## src/hdl/psseq_pkg.sv

```systemverilog
// Shared types, constants and codes of the pattern step sequencer.
package psseq_pkg;

   localparam int PATTERNS = 8;
   localparam int STEPS    = 16;
   localparam int PAT_W    = 3;
   localparam int STEP_W   = 4;
   localparam int SLOT_W   = PAT_W + STEP_W;
   localparam int SLOTS    = PATTERNS * STEPS;
   localparam int EVENT_W  = 16;
   localparam int FRAME_W  = 13;
   localparam int PERIOD_W = 24;
   localparam int ACC_W    = 25;
   localparam int CNT_W    = 32;
   localparam int MOD_W    = 8;
   localparam int DIV_CNT_W = 5;

   localparam logic [PERIOD_W-1:0] PERIOD_RESET = 24'd5513;
   localparam logic [MOD_W-1:0]    MOD_RESET    = 8'd4;
   localparam logic [ACC_W-1:0]    ACC_MAX      = {ACC_W{1'b1}};

   localparam logic [2:0] CMD_TICK          = 3'd0;
   localparam logic [2:0] CMD_RUN_STATE     = 3'd1;
   localparam logic [2:0] CMD_SET_SLOT      = 3'd2;
   localparam logic [2:0] CMD_SET_MUTE      = 3'd3;
   localparam logic [2:0] CMD_SET_MODULO    = 3'd4;
   localparam logic [2:0] CMD_RESET_PATTERN = 3'd5;

   localparam logic [EVENT_W-1:0] OP_STOP   = 16'd0;
   localparam logic [EVENT_W-1:0] OP_START  = 16'd1;
   localparam logic [EVENT_W-1:0] OP_PAUSE  = 16'd2;
   localparam logic [EVENT_W-1:0] OP_RESUME = 16'd3;

   typedef enum logic [1:0] {
      RUN_STOPPED = 2'd0,
      RUN_RUNNING = 2'd1,
      RUN_PAUSED  = 2'd2
   } run_state_type;

   typedef enum logic [3:0] {
      SEQ_IDLE,
      SEQ_CHECK,
      SEQ_DIVIDE,
      SEQ_READ_CUR,
      SEQ_READ_NEXT,
      SEQ_EVAL,
      SEQ_PUSH,
      SEQ_ADVANCE,
      SEQ_FLUSH
   } seq_state_type;

   typedef struct packed {
      logic [2:0]          command;
      logic [PAT_W-1:0]    pattern;
      logic [STEP_W-1:0]   step;
      logic [EVENT_W-1:0]  value;
      logic                all_patterns;
      logic [FRAME_W-1:0]  sample_count;
   } req_type;

   typedef struct packed {
      logic [PAT_W-1:0]    trigger_pattern;
      logic [STEP_W-1:0]   trigger_step;
      logic [EVENT_W-1:0]  event_code;
      logic                last;
   } rsp_type;

   typedef struct packed {
      logic                event_en;
      logic                mute_en;
      logic                clear_en;
      logic [PAT_W-1:0]    pattern;
      logic [STEP_W-1:0]   step;
      logic [EVENT_W-1:0]  event_code;
      logic                mute;
   } slot_write_type;

   typedef struct packed {
      logic                done;
      logic                rem_zero;
   } div_status_type;

endpackage

```

## src/hdl/psseq_slot_mem.sv

```systemverilog
// Slot store: event codes and mute flags of every pattern step, with per-entry valid bits.
module psseq_slot_mem (
   input  logic                                 clock,
   input  logic                                 reset,
   input  psseq_pkg::slot_write_type            wr,
   input  logic                                 rd_en,
   input  logic [psseq_pkg::SLOT_W-1:0]         rd_addr,
   output logic [psseq_pkg::EVENT_W-1:0]        rd_event,
   output logic                                 rd_mute
);

   logic [psseq_pkg::EVENT_W-1:0] event_mem [psseq_pkg::SLOTS];
   logic                          mute_mem  [psseq_pkg::SLOTS];
   logic [psseq_pkg::SLOTS-1:0]   event_vld_ff;
   logic [psseq_pkg::SLOTS-1:0]   mute_vld_ff;
   logic [psseq_pkg::EVENT_W-1:0] event_q_ff;
   logic                          mute_q_ff;
   logic                          event_v_ff;
   logic                          mute_v_ff;
   logic [psseq_pkg::SLOT_W-1:0]  wr_addr;

   assign wr_addr = {wr.pattern, wr.step};

   always_ff @(posedge clock) begin
      if (wr.event_en) begin
         event_mem[wr_addr] <= wr.event_code;
      end
      if (wr.mute_en) begin
         mute_mem[wr_addr] <= wr.mute;
      end
      if (rd_en) begin
         event_q_ff <= event_mem[rd_addr];
         mute_q_ff  <= mute_mem[rd_addr];
      end
   end

   always_ff @(posedge clock) begin
      if (reset) begin
         event_vld_ff <= '0;
         mute_vld_ff  <= '0;
         event_v_ff   <= 1'b0;
         mute_v_ff    <= 1'b0;
      end else begin
         if (rd_en) begin
            event_v_ff <= event_vld_ff[rd_addr];
            mute_v_ff  <= mute_vld_ff[rd_addr];
         end
         for (int i = 0; i < psseq_pkg::SLOTS; i++) begin
            if (wr.clear_en && (i / psseq_pkg::STEPS) == int'(wr.pattern)) begin
               event_vld_ff[i] <= 1'b0;
               mute_vld_ff[i]  <= 1'b0;
            end
         end
         if (wr.event_en) begin
            event_vld_ff[wr_addr] <= 1'b1;
         end
         if (wr.mute_en) begin
            mute_vld_ff[wr_addr] <= 1'b1;
         end
      end
   end

   assign rd_event = event_v_ff ? event_q_ff : '0;
   assign rd_mute  = mute_v_ff & mute_q_ff;

endmodule

```

## src/hdl/psseq_mod_unit.sv

```systemverilog
// Bit-serial remainder unit for the step counter divider check.
module psseq_mod_unit (
   input  logic                             clock,
   input  logic                             reset,
   input  logic                             start,
   input  logic [psseq_pkg::CNT_W-1:0]      dividend,
   input  logic [psseq_pkg::MOD_W-1:0]      divisor,
   output psseq_pkg::div_status_type        status
);

   logic                             busy_ff;
   logic                             done_ff;
   logic [psseq_pkg::DIV_CNT_W-1:0]  cnt_ff;
   logic [psseq_pkg::CNT_W-1:0]      num_ff;
   logic [psseq_pkg::MOD_W-1:0]      div_ff;
   logic [psseq_pkg::MOD_W-1:0]      rem_ff;
   logic [psseq_pkg::MOD_W:0]        trial;
   logic [psseq_pkg::MOD_W-1:0]      rem_in;

   always_comb begin
      trial = {rem_ff, num_ff[psseq_pkg::CNT_W-1]};
      if (trial >= {1'b0, div_ff}) begin
         rem_in = psseq_pkg::MOD_W'(trial - {1'b0, div_ff});
      end else begin
         rem_in = trial[psseq_pkg::MOD_W-1:0];
      end
   end

   always_ff @(posedge clock) begin
      if (reset) begin
         busy_ff <= 1'b0;
         done_ff <= 1'b0;
         cnt_ff  <= '0;
      end else begin
         done_ff <= 1'b0;
         if (start) begin
            busy_ff <= 1'b1;
            cnt_ff  <= '0;
         end else if (busy_ff) begin
            cnt_ff <= cnt_ff + 1'b1;
            if (cnt_ff == psseq_pkg::DIV_CNT_W'(psseq_pkg::CNT_W - 1)) begin
               busy_ff <= 1'b0;
               done_ff <= 1'b1;
            end
         end
      end
   end

   always_ff @(posedge clock) begin
      if (start) begin
         num_ff <= dividend;
         div_ff <= divisor;
         rem_ff <= '0;
      end else if (busy_ff) begin
         num_ff <= {num_ff[psseq_pkg::CNT_W-2:0], 1'b0};
         rem_ff <= rem_in;
      end
   end

   assign status.done     = done_ff;
   assign status.rem_zero = (rem_ff == '0);

endmodule

```

## src/hdl/pattern_step_sequencer_unit.sv

```systemverilog
// Top level of the pattern step sequencer: command decode, tick walk and result buffering.
// Commands other than a tick, and a tick that does not complete a step period, are handled
// in the idle state; a tick that does complete one walks the patterns in order: a stopped
// or paused pattern is checked and skipped, a running one with a modulo of 0 or 1 reads its
// current and next slots, and one with a divider first runs the bit-serial remainder over
// the 32-bit step counter and reads its slots only on a zero remainder. Each fired step
// yields one beat; a beat waits in a one-deep holding register until the next fire or the
// end of the walk sets its last flag, and the walk stalls while the output register is
// occupied.
module pattern_step_sequencer_unit (
   input  logic                              clock,
   input  logic                              reset,
   input  logic                              req_valid,
   output logic                              req_stall,
   input  psseq_pkg::req_type                req_data,
   output logic                              rsp_valid,
   input  logic                              rsp_stall,
   output psseq_pkg::rsp_type                rsp_data,
   input  logic                              csr_write,
   input  logic [psseq_pkg::PERIOD_W-1:0]    csr_wdata
);

   psseq_pkg::seq_state_type      state_ff, state_in;
   logic [psseq_pkg::PERIOD_W-1:0] period_ff;
   logic [psseq_pkg::ACC_W-1:0]    acc_ff;
   psseq_pkg::run_state_type       run_ff [psseq_pkg::PATTERNS];
   logic [psseq_pkg::STEP_W-1:0]   ptr_ff [psseq_pkg::PATTERNS];
   logic [psseq_pkg::CNT_W-1:0]    cnt_ff [psseq_pkg::PATTERNS];
   logic [psseq_pkg::MOD_W-1:0]    mod_ff [psseq_pkg::PATTERNS];
   logic [psseq_pkg::PAT_W-1:0]    pat_ff;
   logic [psseq_pkg::STEP_W-1:0]   sp_ff;
   logic [psseq_pkg::EVENT_W-1:0]  cur_event_ff;
   logic                           cur_mute_ff;
   psseq_pkg::rsp_type             cand_ff;
   psseq_pkg::rsp_type             pend_ff;
   logic                           pend_valid_ff;
   psseq_pkg::rsp_type             rsp_ff;
   logic                           rsp_valid_ff;

   logic                           accept;
   logic                           out_free;
   logic                           rsp_load;
   logic                           fire;
   logic                           last_step;
   logic                           divided;
   logic [psseq_pkg::PERIOD_W-1:0] period;
   logic [psseq_pkg::ACC_W:0]      sum_wide;
   logic [psseq_pkg::ACC_W-1:0]    sum;
   logic                           step_due;
   logic [psseq_pkg::MOD_W-1:0]    mod_value;

   psseq_pkg::slot_write_type      slot_wr;
   logic                           rd_en;
   logic [psseq_pkg::SLOT_W-1:0]   rd_addr;
   logic [psseq_pkg::EVENT_W-1:0]  rd_event;
   logic                           rd_mute;
   logic                           div_start;
   psseq_pkg::div_status_type      div_status;

   psseq_slot_mem u_slot_mem (
      .clock    (clock),
      .reset    (reset),
      .wr       (slot_wr),
      .rd_en    (rd_en),
      .rd_addr  (rd_addr),
      .rd_event (rd_event),
      .rd_mute  (rd_mute)
   );

   psseq_mod_unit u_mod_unit (
      .clock    (clock),
      .reset    (reset),
      .start    (div_start),
      .dividend (cnt_ff[pat_ff]),
      .divisor  (mod_ff[pat_ff]),
      .status   (div_status)
   );

   assign req_stall = (state_ff != psseq_pkg::SEQ_IDLE);
   assign accept    = req_valid && !req_stall;
   assign out_free  = !rsp_valid_ff || !rsp_stall;
   assign rsp_load  = out_free && ((state_ff == psseq_pkg::SEQ_PUSH)
                                   || (state_ff == psseq_pkg::SEQ_FLUSH && pend_valid_ff));
   assign rsp_valid = rsp_valid_ff;
   assign rsp_data  = rsp_ff;

   assign period    = (period_ff == '0) ? psseq_pkg::PERIOD_W'(1) : period_ff;
   assign sum_wide  = {1'b0, acc_ff} + (psseq_pkg::ACC_W + 1)'(req_data.sample_count);
   assign sum       = sum_wide[psseq_pkg::ACC_W] ? psseq_pkg::ACC_MAX
                                                 : sum_wide[psseq_pkg::ACC_W-1:0];
   assign step_due  = (sum >= psseq_pkg::ACC_W'(period));
   assign mod_value = (req_data.value > 16'd255) ? 8'd255 : req_data.value[7:0];

   assign fire      = (cur_event_ff != '0) && !cur_mute_ff;
   assign last_step = (sp_ff == psseq_pkg::STEP_W'(psseq_pkg::STEPS - 1));
   assign divided   = (mod_ff[pat_ff] > 8'd1);

   always_comb begin
      state_in = state_ff;
      unique case (state_ff)
         psseq_pkg::SEQ_IDLE: begin
            if (accept && req_data.command == psseq_pkg::CMD_TICK && step_due) begin
               state_in = psseq_pkg::SEQ_CHECK;
            end
         end
         psseq_pkg::SEQ_CHECK: begin
            if (run_ff[pat_ff] != psseq_pkg::RUN_RUNNING) begin
               state_in = psseq_pkg::SEQ_ADVANCE;
            end else if (divided) begin
               state_in = psseq_pkg::SEQ_DIVIDE;
            end else begin
               state_in = psseq_pkg::SEQ_READ_CUR;
            end
         end
         psseq_pkg::SEQ_DIVIDE: begin
            if (div_status.done) begin
               state_in = div_status.rem_zero ? psseq_pkg::SEQ_READ_CUR
                                              : psseq_pkg::SEQ_ADVANCE;
            end
         end
         psseq_pkg::SEQ_READ_CUR:  state_in = psseq_pkg::SEQ_READ_NEXT;
         psseq_pkg::SEQ_READ_NEXT: state_in = psseq_pkg::SEQ_EVAL;
         psseq_pkg::SEQ_EVAL: begin
            state_in = (fire && pend_valid_ff) ? psseq_pkg::SEQ_PUSH
                                               : psseq_pkg::SEQ_ADVANCE;
         end
         psseq_pkg::SEQ_PUSH: begin
            if (out_free) begin
               state_in = psseq_pkg::SEQ_ADVANCE;
            end
         end
         psseq_pkg::SEQ_ADVANCE: begin
            state_in = (pat_ff == psseq_pkg::PAT_W'(psseq_pkg::PATTERNS - 1))
                       ? psseq_pkg::SEQ_FLUSH : psseq_pkg::SEQ_CHECK;
         end
         psseq_pkg::SEQ_FLUSH: begin
            if (!pend_valid_ff || out_free) begin
               state_in = psseq_pkg::SEQ_IDLE;
            end
         end
         default: state_in = psseq_pkg::SEQ_IDLE;
      endcase
   end

   always_comb begin
      slot_wr            = '0;
      slot_wr.pattern    = req_data.pattern;
      slot_wr.step       = req_data.step;
      slot_wr.event_code = req_data.value;
      slot_wr.mute       = (req_data.value != '0);
      rd_en              = 1'b0;
      rd_addr            = {pat_ff, ptr_ff[pat_ff]};
      div_start          = 1'b0;
      unique case (state_ff)
         psseq_pkg::SEQ_IDLE: begin
            if (accept) begin
               slot_wr.event_en = (req_data.command == psseq_pkg::CMD_SET_SLOT);
               slot_wr.mute_en  = (req_data.command == psseq_pkg::CMD_SET_MUTE);
               slot_wr.clear_en = (req_data.command == psseq_pkg::CMD_RESET_PATTERN);
            end
         end
         psseq_pkg::SEQ_CHECK: begin
            div_start = (run_ff[pat_ff] == psseq_pkg::RUN_RUNNING) && divided;
         end
         psseq_pkg::SEQ_READ_CUR: begin
            rd_en = 1'b1;
         end
         psseq_pkg::SEQ_READ_NEXT: begin
            rd_en   = !last_step;
            rd_addr = {pat_ff, sp_ff + 1'b1};
         end
         default: begin
         end
      endcase
   end

   always_ff @(posedge clock) begin
      if (reset) begin
         state_ff      <= psseq_pkg::SEQ_IDLE;
         period_ff     <= psseq_pkg::PERIOD_RESET;
         acc_ff        <= '0;
         pat_ff        <= '0;
         pend_valid_ff <= 1'b0;
         rsp_valid_ff  <= 1'b0;
         for (int p = 0; p < psseq_pkg::PATTERNS; p++) begin
            run_ff[p] <= psseq_pkg::RUN_STOPPED;
            ptr_ff[p] <= '0;
            cnt_ff[p] <= '0;
            mod_ff[p] <= psseq_pkg::MOD_RESET;
         end
      end else begin
         state_ff <= state_in;
         if (csr_write) begin
            period_ff <= csr_wdata;
         end
         if (rsp_load) begin
            rsp_valid_ff <= 1'b1;
         end else if (rsp_valid_ff && !rsp_stall) begin
            rsp_valid_ff <= 1'b0;
         end
         unique case (state_ff)
            psseq_pkg::SEQ_IDLE: begin
               pat_ff <= '0;
               if (accept) begin
                  unique case (req_data.command)
                     psseq_pkg::CMD_TICK: begin
                        acc_ff <= step_due ? sum - psseq_pkg::ACC_W'(period) : sum;
                     end
                     psseq_pkg::CMD_RUN_STATE: begin
                        for (int p = 0; p < psseq_pkg::PATTERNS; p++) begin
                           if (req_data.all_patterns
                               || req_data.pattern == psseq_pkg::PAT_W'(p)) begin
                              priority if (req_data.value == psseq_pkg::OP_STOP) begin
                                 run_ff[p] <= psseq_pkg::RUN_STOPPED;
                                 ptr_ff[p] <= '0;
                              end else if (req_data.value == psseq_pkg::OP_START) begin
                                 run_ff[p] <= psseq_pkg::RUN_RUNNING;
                                 ptr_ff[p] <= '0;
                              end else if (req_data.value == psseq_pkg::OP_PAUSE) begin
                                 run_ff[p] <= psseq_pkg::RUN_PAUSED;
                              end else if (req_data.value == psseq_pkg::OP_RESUME) begin
                                 run_ff[p] <= psseq_pkg::RUN_RUNNING;
                              end else begin
                              end
                           end
                        end
                     end
                     psseq_pkg::CMD_SET_MODULO: begin
                        mod_ff[req_data.pattern] <= mod_value;
                     end
                     psseq_pkg::CMD_RESET_PATTERN: begin
                        run_ff[req_data.pattern] <= psseq_pkg::RUN_STOPPED;
                        ptr_ff[req_data.pattern] <= '0;
                        cnt_ff[req_data.pattern] <= '0;
                        mod_ff[req_data.pattern] <= psseq_pkg::MOD_RESET;
                     end
                     default: begin
                     end
                  endcase
               end
            end
            psseq_pkg::SEQ_DIVIDE: begin
               if (div_status.done && !div_status.rem_zero) begin
                  cnt_ff[pat_ff] <= cnt_ff[pat_ff] + 1'b1;
               end
            end
            psseq_pkg::SEQ_READ_CUR: begin
               cnt_ff[pat_ff] <= cnt_ff[pat_ff] + 1'b1;
               sp_ff          <= ptr_ff[pat_ff];
            end
            psseq_pkg::SEQ_READ_NEXT: begin
               cur_event_ff <= rd_event;
               cur_mute_ff  <= rd_mute;
            end
            psseq_pkg::SEQ_EVAL: begin
               cand_ff <= {pat_ff, sp_ff, cur_event_ff, 1'b0};
               if (fire && !pend_valid_ff) begin
                  pend_ff       <= {pat_ff, sp_ff, cur_event_ff, 1'b0};
                  pend_valid_ff <= 1'b1;
               end
               if (last_step || rd_event == '0) begin
                  ptr_ff[pat_ff] <= '0;
               end else begin
                  ptr_ff[pat_ff] <= sp_ff + 1'b1;
               end
            end
            psseq_pkg::SEQ_PUSH: begin
               if (out_free) begin
                  rsp_ff  <= pend_ff;
                  pend_ff <= cand_ff;
               end
            end
            psseq_pkg::SEQ_ADVANCE: begin
               pat_ff <= pat_ff + 1'b1;
            end
            psseq_pkg::SEQ_FLUSH: begin
               if (pend_valid_ff && out_free) begin
                  rsp_ff        <= {pend_ff.trigger_pattern, pend_ff.trigger_step,
                                    pend_ff.event_code, 1'b1};
                  pend_valid_ff <= 1'b0;
               end
            end
            default: begin
            end
         endcase
      end
   end

endmodule
```

## config.mk

```make
export PLATFORM = sky130hd
export DESIGN_NAME = pattern_step_sequencer_unit
export DESIGN_NICKNAME = d
export VERILOG_FILES = /design/src/hdl/psseq_pkg.sv /design/src/hdl/psseq_slot_mem.sv /design/src/hdl/psseq_mod_unit.sv /design/src/hdl/pattern_step_sequencer_unit.sv
export SDC_FILE = /design/constraint.sdc
export NUM_CORES = 2
export LEC_CHECK = 0
export ABC_CLOCK_PERIOD_IN_PS = 6230
export BUFFER_PORTS_ARGS = -buffer_cell sky130_fd_sc_hd__buf_2
export CAP_MARGIN = 5
export CORE_UTILIZATION = 45
export CTS_CLUSTER_DIAMETER = 150
export DETAILED_ROUTE_END_ITERATION = 10
export HOLD_SLACK_MARGIN = 0.02
export PLACE_DENSITY = 0.61
export SLEW_MARGIN = 20
export SYNTH_ARGS = -nofsm -noshare
export SYNTH_HDL_FRONTEND = slang
export SYNTH_SLANG_ARGS = --single-unit
export TNS_END_PERCENT = 30
```

## constraint.sdc

```tcl
create_clock -name clock -period 6.23 [get_ports clock]
set_input_delay 1.246 -clock clock [delete_from_list [all_inputs] [get_ports clock]]
set_output_delay 1.246 -clock clock [all_outputs]
set_load 0.01 [all_outputs]
```

# After elaboration in Yosys (flattened, before gate mapping)
# Memories as Yosys holds them, arrays and structs flattened. A register that Yosys moved wholly into a read port is not among the register bits.
# Cells that the tools add are included.
[totals]
ram_bits = 2544
rom_bits = 0
register_bits = 463
memories = 6
latchBits = 0
output_inout_bits = 26
wordCells = 1089
[classes]
multipliers = 0
mux = 869
div_mod_pow = 0
n_eq_ne = 41
add_sub_neg = 7
shift = 0
order_cmp = 7
reduce_logical = 73
bitwise_logic = 56
[memory_table]
columns = ["memory", "words", "word_bits", "rd", "rd_ports_with_merged_regs", "wr", "line_no", "rtl"]
rows = [
  ["u_slot_mem.event_mem", 128, 16, 1, 1, 1, "psseq_slot_mem.sv:12", "logic [psseq_pkg::EVENT_W-1:0] event_mem [psseq_pkg::SLOTS];"],
  ["cnt_ff", 8, 32, 1, 1, 8, "pattern_step_sequencer_unit.sv:28", "logic [psseq_pkg::CNT_W-1:0] cnt_ff [psseq_pkg::PATTERNS];"],
  ["u_slot_mem.mute_mem", 128, 1, 1, 1, 1, "psseq_slot_mem.sv:13", "logic mute_mem [psseq_pkg::SLOTS];"],
  ["mod_ff", 8, 8, 1, 1, 8, "pattern_step_sequencer_unit.sv:29", "logic [psseq_pkg::MOD_W-1:0] mod_ff [psseq_pkg::PATTERNS];"],
  ["ptr_ff", 8, 4, 1, 1, 8, "pattern_step_sequencer_unit.sv:27", "logic [psseq_pkg::STEP_W-1:0] ptr_ff [psseq_pkg::PATTERNS];"],
  ["run_ff", 8, 2, 1, 1, 8, "pattern_step_sequencer_unit.sv:26", "psseq_pkg::run_state_type run_ff [psseq_pkg::PATTERNS];"],
]
[ops]
columns = ["operator", "count"]
rows = [
  ["1-bit 2-to-1 mux", 765],
  ["128-bit 2-to-1 mux", 2],
  ["128-bit bitwise OR", 2],
  ["32-bit 2-to-1 mux", 5],
  ["24-bit 2-to-1 mux", 5],
  ["4-bit 2-to-1 mux", 25],
  ["24-bit case mux with 2 select lines", 2],
  ["2-bit 2-to-1 mux", 33],
  ["32-bit OR reduction", 2],
  ["3-bit 2-to-1 mux", 18],
  ["1-bit bitwise OR", 51],
  ["25-bit 2-to-1 mux", 2],
  ["4-bit case mux with 9 select lines", 1],
  ["32-bit by 1-bit adder with 32-bit output (second input constant)", 1],
  ["16-bit by 2-bit equality test with 1-bit output (second input constant)", 2],
  ["16-bit logical NOT", 2],
  ["8-bit 2-to-1 mux", 4],
  ["16-bit nonzero test", 2],
  ["25-bit by 13-bit adder with 26-bit output", 1],
  ["25-bit by 24-bit greater-or-equal comparator with 1-bit output", 1],
  ["25-bit by 24-bit subtractor with 25-bit output", 1],
  ["24-bit logical NOT", 1],
  ["3-bit equality test (second input constant)", 7],
  ["1-bit logical AND", 21],
  ["other kinds (44)", 97],
]

# Longest topological paths before layout
[logic_depth]
depth_word = 13
depth_mapped = 22
depth_no_buf = 21

# By module
# Synthesis repeated with hierarchy kept, for this count alone.
[hier_totals]
hier_cells = 6970
area_unflattened_um2 = 122236.0
[by_module_without_submodules]
columns = ["module", "cells_each", "instances", "seq_area_each_um2", "area_each_um2"]
rows = [
  ["psseq_slot_mem", 4691, 1, 71018.1, 94266.7],
  ["pattern_step_sequencer_unit", 2075, 1, 14844.2, 25361.8],
  ["psseq_mod_unit", 204, 1, 1501.4, 2607.5],
]

# Least setup slack after synthesis
# Ideal clock, no wire load.
[synth_path]
path_type = "input port to flip-flop"
from = "input port req_data[1] (netlist bit)"
to = "register acc_ff[24] (netlist bit)"
setup_time_ns = 0.137
arrival_ns = 5.563
setup_slack_ns = 0.529
n_path_buf = 1
cell_stages = 21
cell_sequence = "ha_1 -> a21o_1 -> a21oi_1 -> o21ai_0 -> a41oi_1 -> o211ai_1 -> and3_1 -> nand2_1 -> clkbuf_1 -> nand2_1 -> ha_1 -> nor2b_1 -> o21ai_0 -> a21boi_0 -> o31ai_1 -> a21o_1 -> a21oi_1 -> o31a_1 -> o41ai_1 -> mux2i_1 -> a211oi_1"
[synth_via]
elab_chain_len = 4
[synth_rtl]
columns = ["item", "line_no", "rtl"]
rows = [
  ["from (decl)", "pattern_step_sequencer_unit.sv:15", "input psseq_pkg::req_type req_data,"],
  ["25-bit by 13-bit adder with 26-bit output *", "pattern_step_sequencer_unit.sv:88", "assign sum_wide = {1'b0, acc_ff} + (psseq_pkg::ACC_W + 1)'(req_data.sample_count);"],
  ["25-bit 2-to-1 mux *", "pattern_step_sequencer_unit.sv:89", "assign sum = sum_wide[psseq_pkg::ACC_W] ? psseq_pkg::ACC_MAX"],
  ["25-bit by 24-bit subtractor with 25-bit output or 25-bit by 24-bit greater-or-equal comparator with 1-bit output (tied branches)", "pattern_step_sequencer_unit.sv:207, pattern_step_sequencer_unit.sv:91", ""],
  ["25-bit 2-to-1 mux *", "pattern_step_sequencer_unit.sv:207", "acc_ff <= step_due ? sum - psseq_pkg::ACC_W'(period) : sum;"],
  ["to (signal assigned)", "pattern_step_sequencer_unit.sv:207", ""],
  ["to (decl)", "pattern_step_sequencer_unit.sv:25", "logic [psseq_pkg::ACC_W-1:0] acc_ff;"],
]
# Every way passes the cells marked *; elsewhere a longest branch is shown, timed or not.
# A chain may end at the register's enable or synchronous reset.

==> impl_metrics.tcl <==
set metrics [dict create \
    firstDrtPassIters 6 \
    dp_slack_ps 10.4 \
    netlist-cell-type-count 77 \
    grt_pass1_vias 81116 \
    dominantRegCellSynth "edfxtp_1" \
    final_hold_viol_count 0 \
    static-leakage-power_nw 48.9 \
    r2r_slack_ps 790 \
    area_growth_pct 13.1 \
    power.combinational.fraction 0.103 \
    relSlewSlack 0.175 \
    initial_antenna_violation_count 20 \
    global_route.overflow_total 0 \
    wirelength_mm 377 \
    netlist_instances 10291 \
    cts_hold_buf 0 \
    clock_skew_ps 54.7 \
    die_area_um2 280000 \
    synthDominantCellAreaShare 0.642 \
    peakVddDrop_mv 0.263 \
    hold_class "flip-flop to flip-flop" \
    switching_share 0.249 \
    synth_xor_area_frac 0.00415 \
    synth.mux.area_fraction 0.0332 \
    worst-path-buf-inv 3 \
    max_stage_delay_ps 940 \
    reg2regPathDepth 13 \
    path_common_cell "buf_12" \
    power_frac_clock 0.409 \
    setup-tns-final_ps 0 \
    post_cts_sizing_count 0 \
    path_max_fanout 91 \
    ant_nets 0 \
    io_pins 95 \
    fp.dieW_um 530 \
    mappedNetlistNets 10414 \
    drt-vias-per-instance 5.96 \
    synth_compound_gate_area_share 0.0643 \
    critical_path_depth 13 \
    die_height_um 530 \
    grt_usage 0.263 \
    final.min_clock_period_ps 5440 \
    critical_path_arrival_ps 6060 \
    via_count 85933 \
    gp_congestion 0.882 \
    path_class "flip-flop to flip-flop" \
    synth.yosys.warnings 0 \
    synthesis.area_per_instance_um2 12.2 \
    fin_ws_ps 794 \
    achievable-frequency_mhz 184 \
    detailroute.wirelength.met3_mm 37.4 \
    cts_tree "built" \
    num-nets-final 10570 \
    layoutNonFillerInstCount 14422 \
    h-tree-depth 5 \
    setup-violations-final 0 \
    seq_area_frac_synth 0.698 \
    synth_seq_cells 3026 \
    drive_gt1_frac 0.117 \
    cts_num_sinks 3026 \
    highest-signal-layer "met5" \
    synth_async_sr_flop_share 0 \
    cell_internal_pwr_mw 34.3 \
    unrepaired_setup_endpoints_after_global_routing "false" \
    post-route-util 0.512 \
    cts-root-buf "clkbuf_16" \
    worst_ep_required_time_ps 6860 \
    routed_metal_1_wire_length_mm 155 \
    synth_edf_count 2676 \
    critical_path.top_delay_family "compound AO/OA/AOI/OAI gates" \
    timing.final.max_slew_violations 0 \
    cpMaxStageDelayCell "dfxtp_4" \
    termination_of_the_worst_setup_path "u_slot_mem.event_q_ff[9]$_DFFE_PP_" \
    status "complete, no violations" \
    cts_buffers 321 \
    crit_path_cell_trace "mux4_2, mux2_2, mux2i_4, buf_12, buf_12, buf_12, nand2_1, and3_1, a311oi_1, a31oi_1, a22oi_1, nand4_1, a211oi_1" \
    timing.rr.end "u_slot_mem.event_q_ff[9]$_DFFE_PP_" \
    rows 193 \
    post-cts-setup-buffers 0 \
    drc 0 \
    drv_cap 0 \
    synth-simple-area-share 0.167 \
    power.switching_mw 11.4 \
    routed_wire_length_per_instance_um 26.1 \
    worst_pin_slew_ps 1230 \
    number_of_placed_cells_counting_well_taps 13829 \
    power.total_mw 45.6 \
    maximum_number_of_pins_on_one_net_before_global_route_repair 132 \
    synth.largest_area_cell "edfxtp_1" \
    critPathCaptureType "flip-flop" \
    post_synth_main_area_contributors "edfxtp_1 (64%), nand2_1 (7.5%), dfxtp_1 (5.6%)" \
    post-route-period-util 0.873 \
    route.met2.wl_mm 169 \
    clk_pin_slew_ps 60 \
    placeableCoreArea_um2 276000 \
    initial_utilization 0.453 \
    clock_tree.buffer_depth 4 \
    pwr_cell_area_nw_per_um2 322 \
    worst_skew_pair.late_latency_ps 890 \
    sequentialPowerShare 0.488 \
    synth.top_cells.by_count "edfxtp_1 (2,676), nand2_1 (2,499), nor2_1 (1,010)" \
    synth_most_common_cell "edfxtp_1" \
    post_synth_fa_ha_maj_area_fraction 0.00558 \
    mapped_cell_area_um2 125000 \
    timing.critical_path.from_type "flip-flop" \
    port_buffers 94 \
    initialDrtViolationCount 11180 \
    largest_family_of_logic_cells_by_synthesized_area "simple AND/OR/NAND/NOR gates" \
    grt_pass1_wl_mm 547 \
    dp_hpwl_mm 227 \
]
power by group through the flow:
stage	clock network, mW	logic (mW)	registers, mW
after floorplan	0	2.70	22.6
after global placement	0	4.57	22.7
after detailed placement	0	4.61	22.7
after CTS	18.8	4.64	22.3
after global routing	19.6	4.99	22.3
final	18.6	4.70	22.3
worst min-delay path by stage:
stage | to | from | slack [ps] | cells after the start
floorplan | rsp_data[10]$_DFFE_PP_ | pend_ff[10]$_DFFE_PP_ | 400 | 0
global placement | rsp_data[14]$_DFFE_PP_ | pend_ff[14]$_DFFE_PP_ | 410 | 0
detailed placement | rsp_data[3]$_DFFE_PP_ | pend_ff[3]$_DFFE_PP_ | 400 | 0
CTS | rsp_data[9]$_DFFE_PP_ | pend_ff[9]$_DFFE_PP_ | 420 | 0
global route | rsp_data[3]$_DFFE_PP_ | pend_ff[3]$_DFFE_PP_ | 420 | 0
finish | rsp_data[9]$_DFFE_PP_ | pend_ff[9]$_DFFE_PP_ | 420 | 0
state kept, by name, summed over array words and instances, names as in the netlist, 32 cells and up, named ones only:
register	count
cnt_ff	256
mod_ff	64
ptr_ff	32
u_mod_unit.num_ff	32
u_slot_mem.event_mem	2048
u_slot_mem.event_vld_ff	128
u_slot_mem.mute_mem	128
u_slot_mem.mute_vld_ff	128
stage by stage:
stage / hold slack, ps / area (um2)
3_3_place_gp: 408 / 131000
6_report: 418 / 142000
3_5_place_dp: 405 / 131000
5_1_grt: 423 / 142000
4_1_cts: 418 / 142000
2_1_floorplan: 400 / 125000
logic make-up (layout without fill, tap and decap cells):
kind of cell / count (synthesis) / after routing
simple gates: 4921 / 4921
flops: 3026 / 3026
compound gates: 1194 / 1194
buf+inv: 752 / 1165
mux: 289 / 289
xor+xnor: 55 / 55
fa+ha+maj: 54 / 54
other cells: 0 / 13
per-layer routing:
layer / vias to the layer above / GRT usage
met5: - / 0
met4: 18 / 0.105
met3: 697 / 0.0497
met2: 4348 / 0.400
met1: 43069 / 0.371
li1: 37801 / -
area by class of cell:
cell class,count,area [um2]
fill,23431,135000
sequential,3026,87400
multi-input combinational,6513,34800
clock buffer,422,8680
tap,3705,4640
timing repair buffer,528,4380
clock inverter,158,1460
inverter,57,214
antenna,13,32.5
layout by cell type (no fill, tap or decap), drive strengths merged, types with 94 or more instances in the layout:
cell type,synthesis,routed
a21oi,393,393
nand2,2499,2499
mux2i,139,139
nand3,898,898
and3,232,232
a31oi,174,174
nor2,1010,1010
buf,367,528
clkinv,2,122
mux4,94,94
clkbuf,328,422
edfxtp,2676,2676
dfxtp,350,350
a311oi,240,240
No activity file was read; power rests on OpenSTA's default activity.
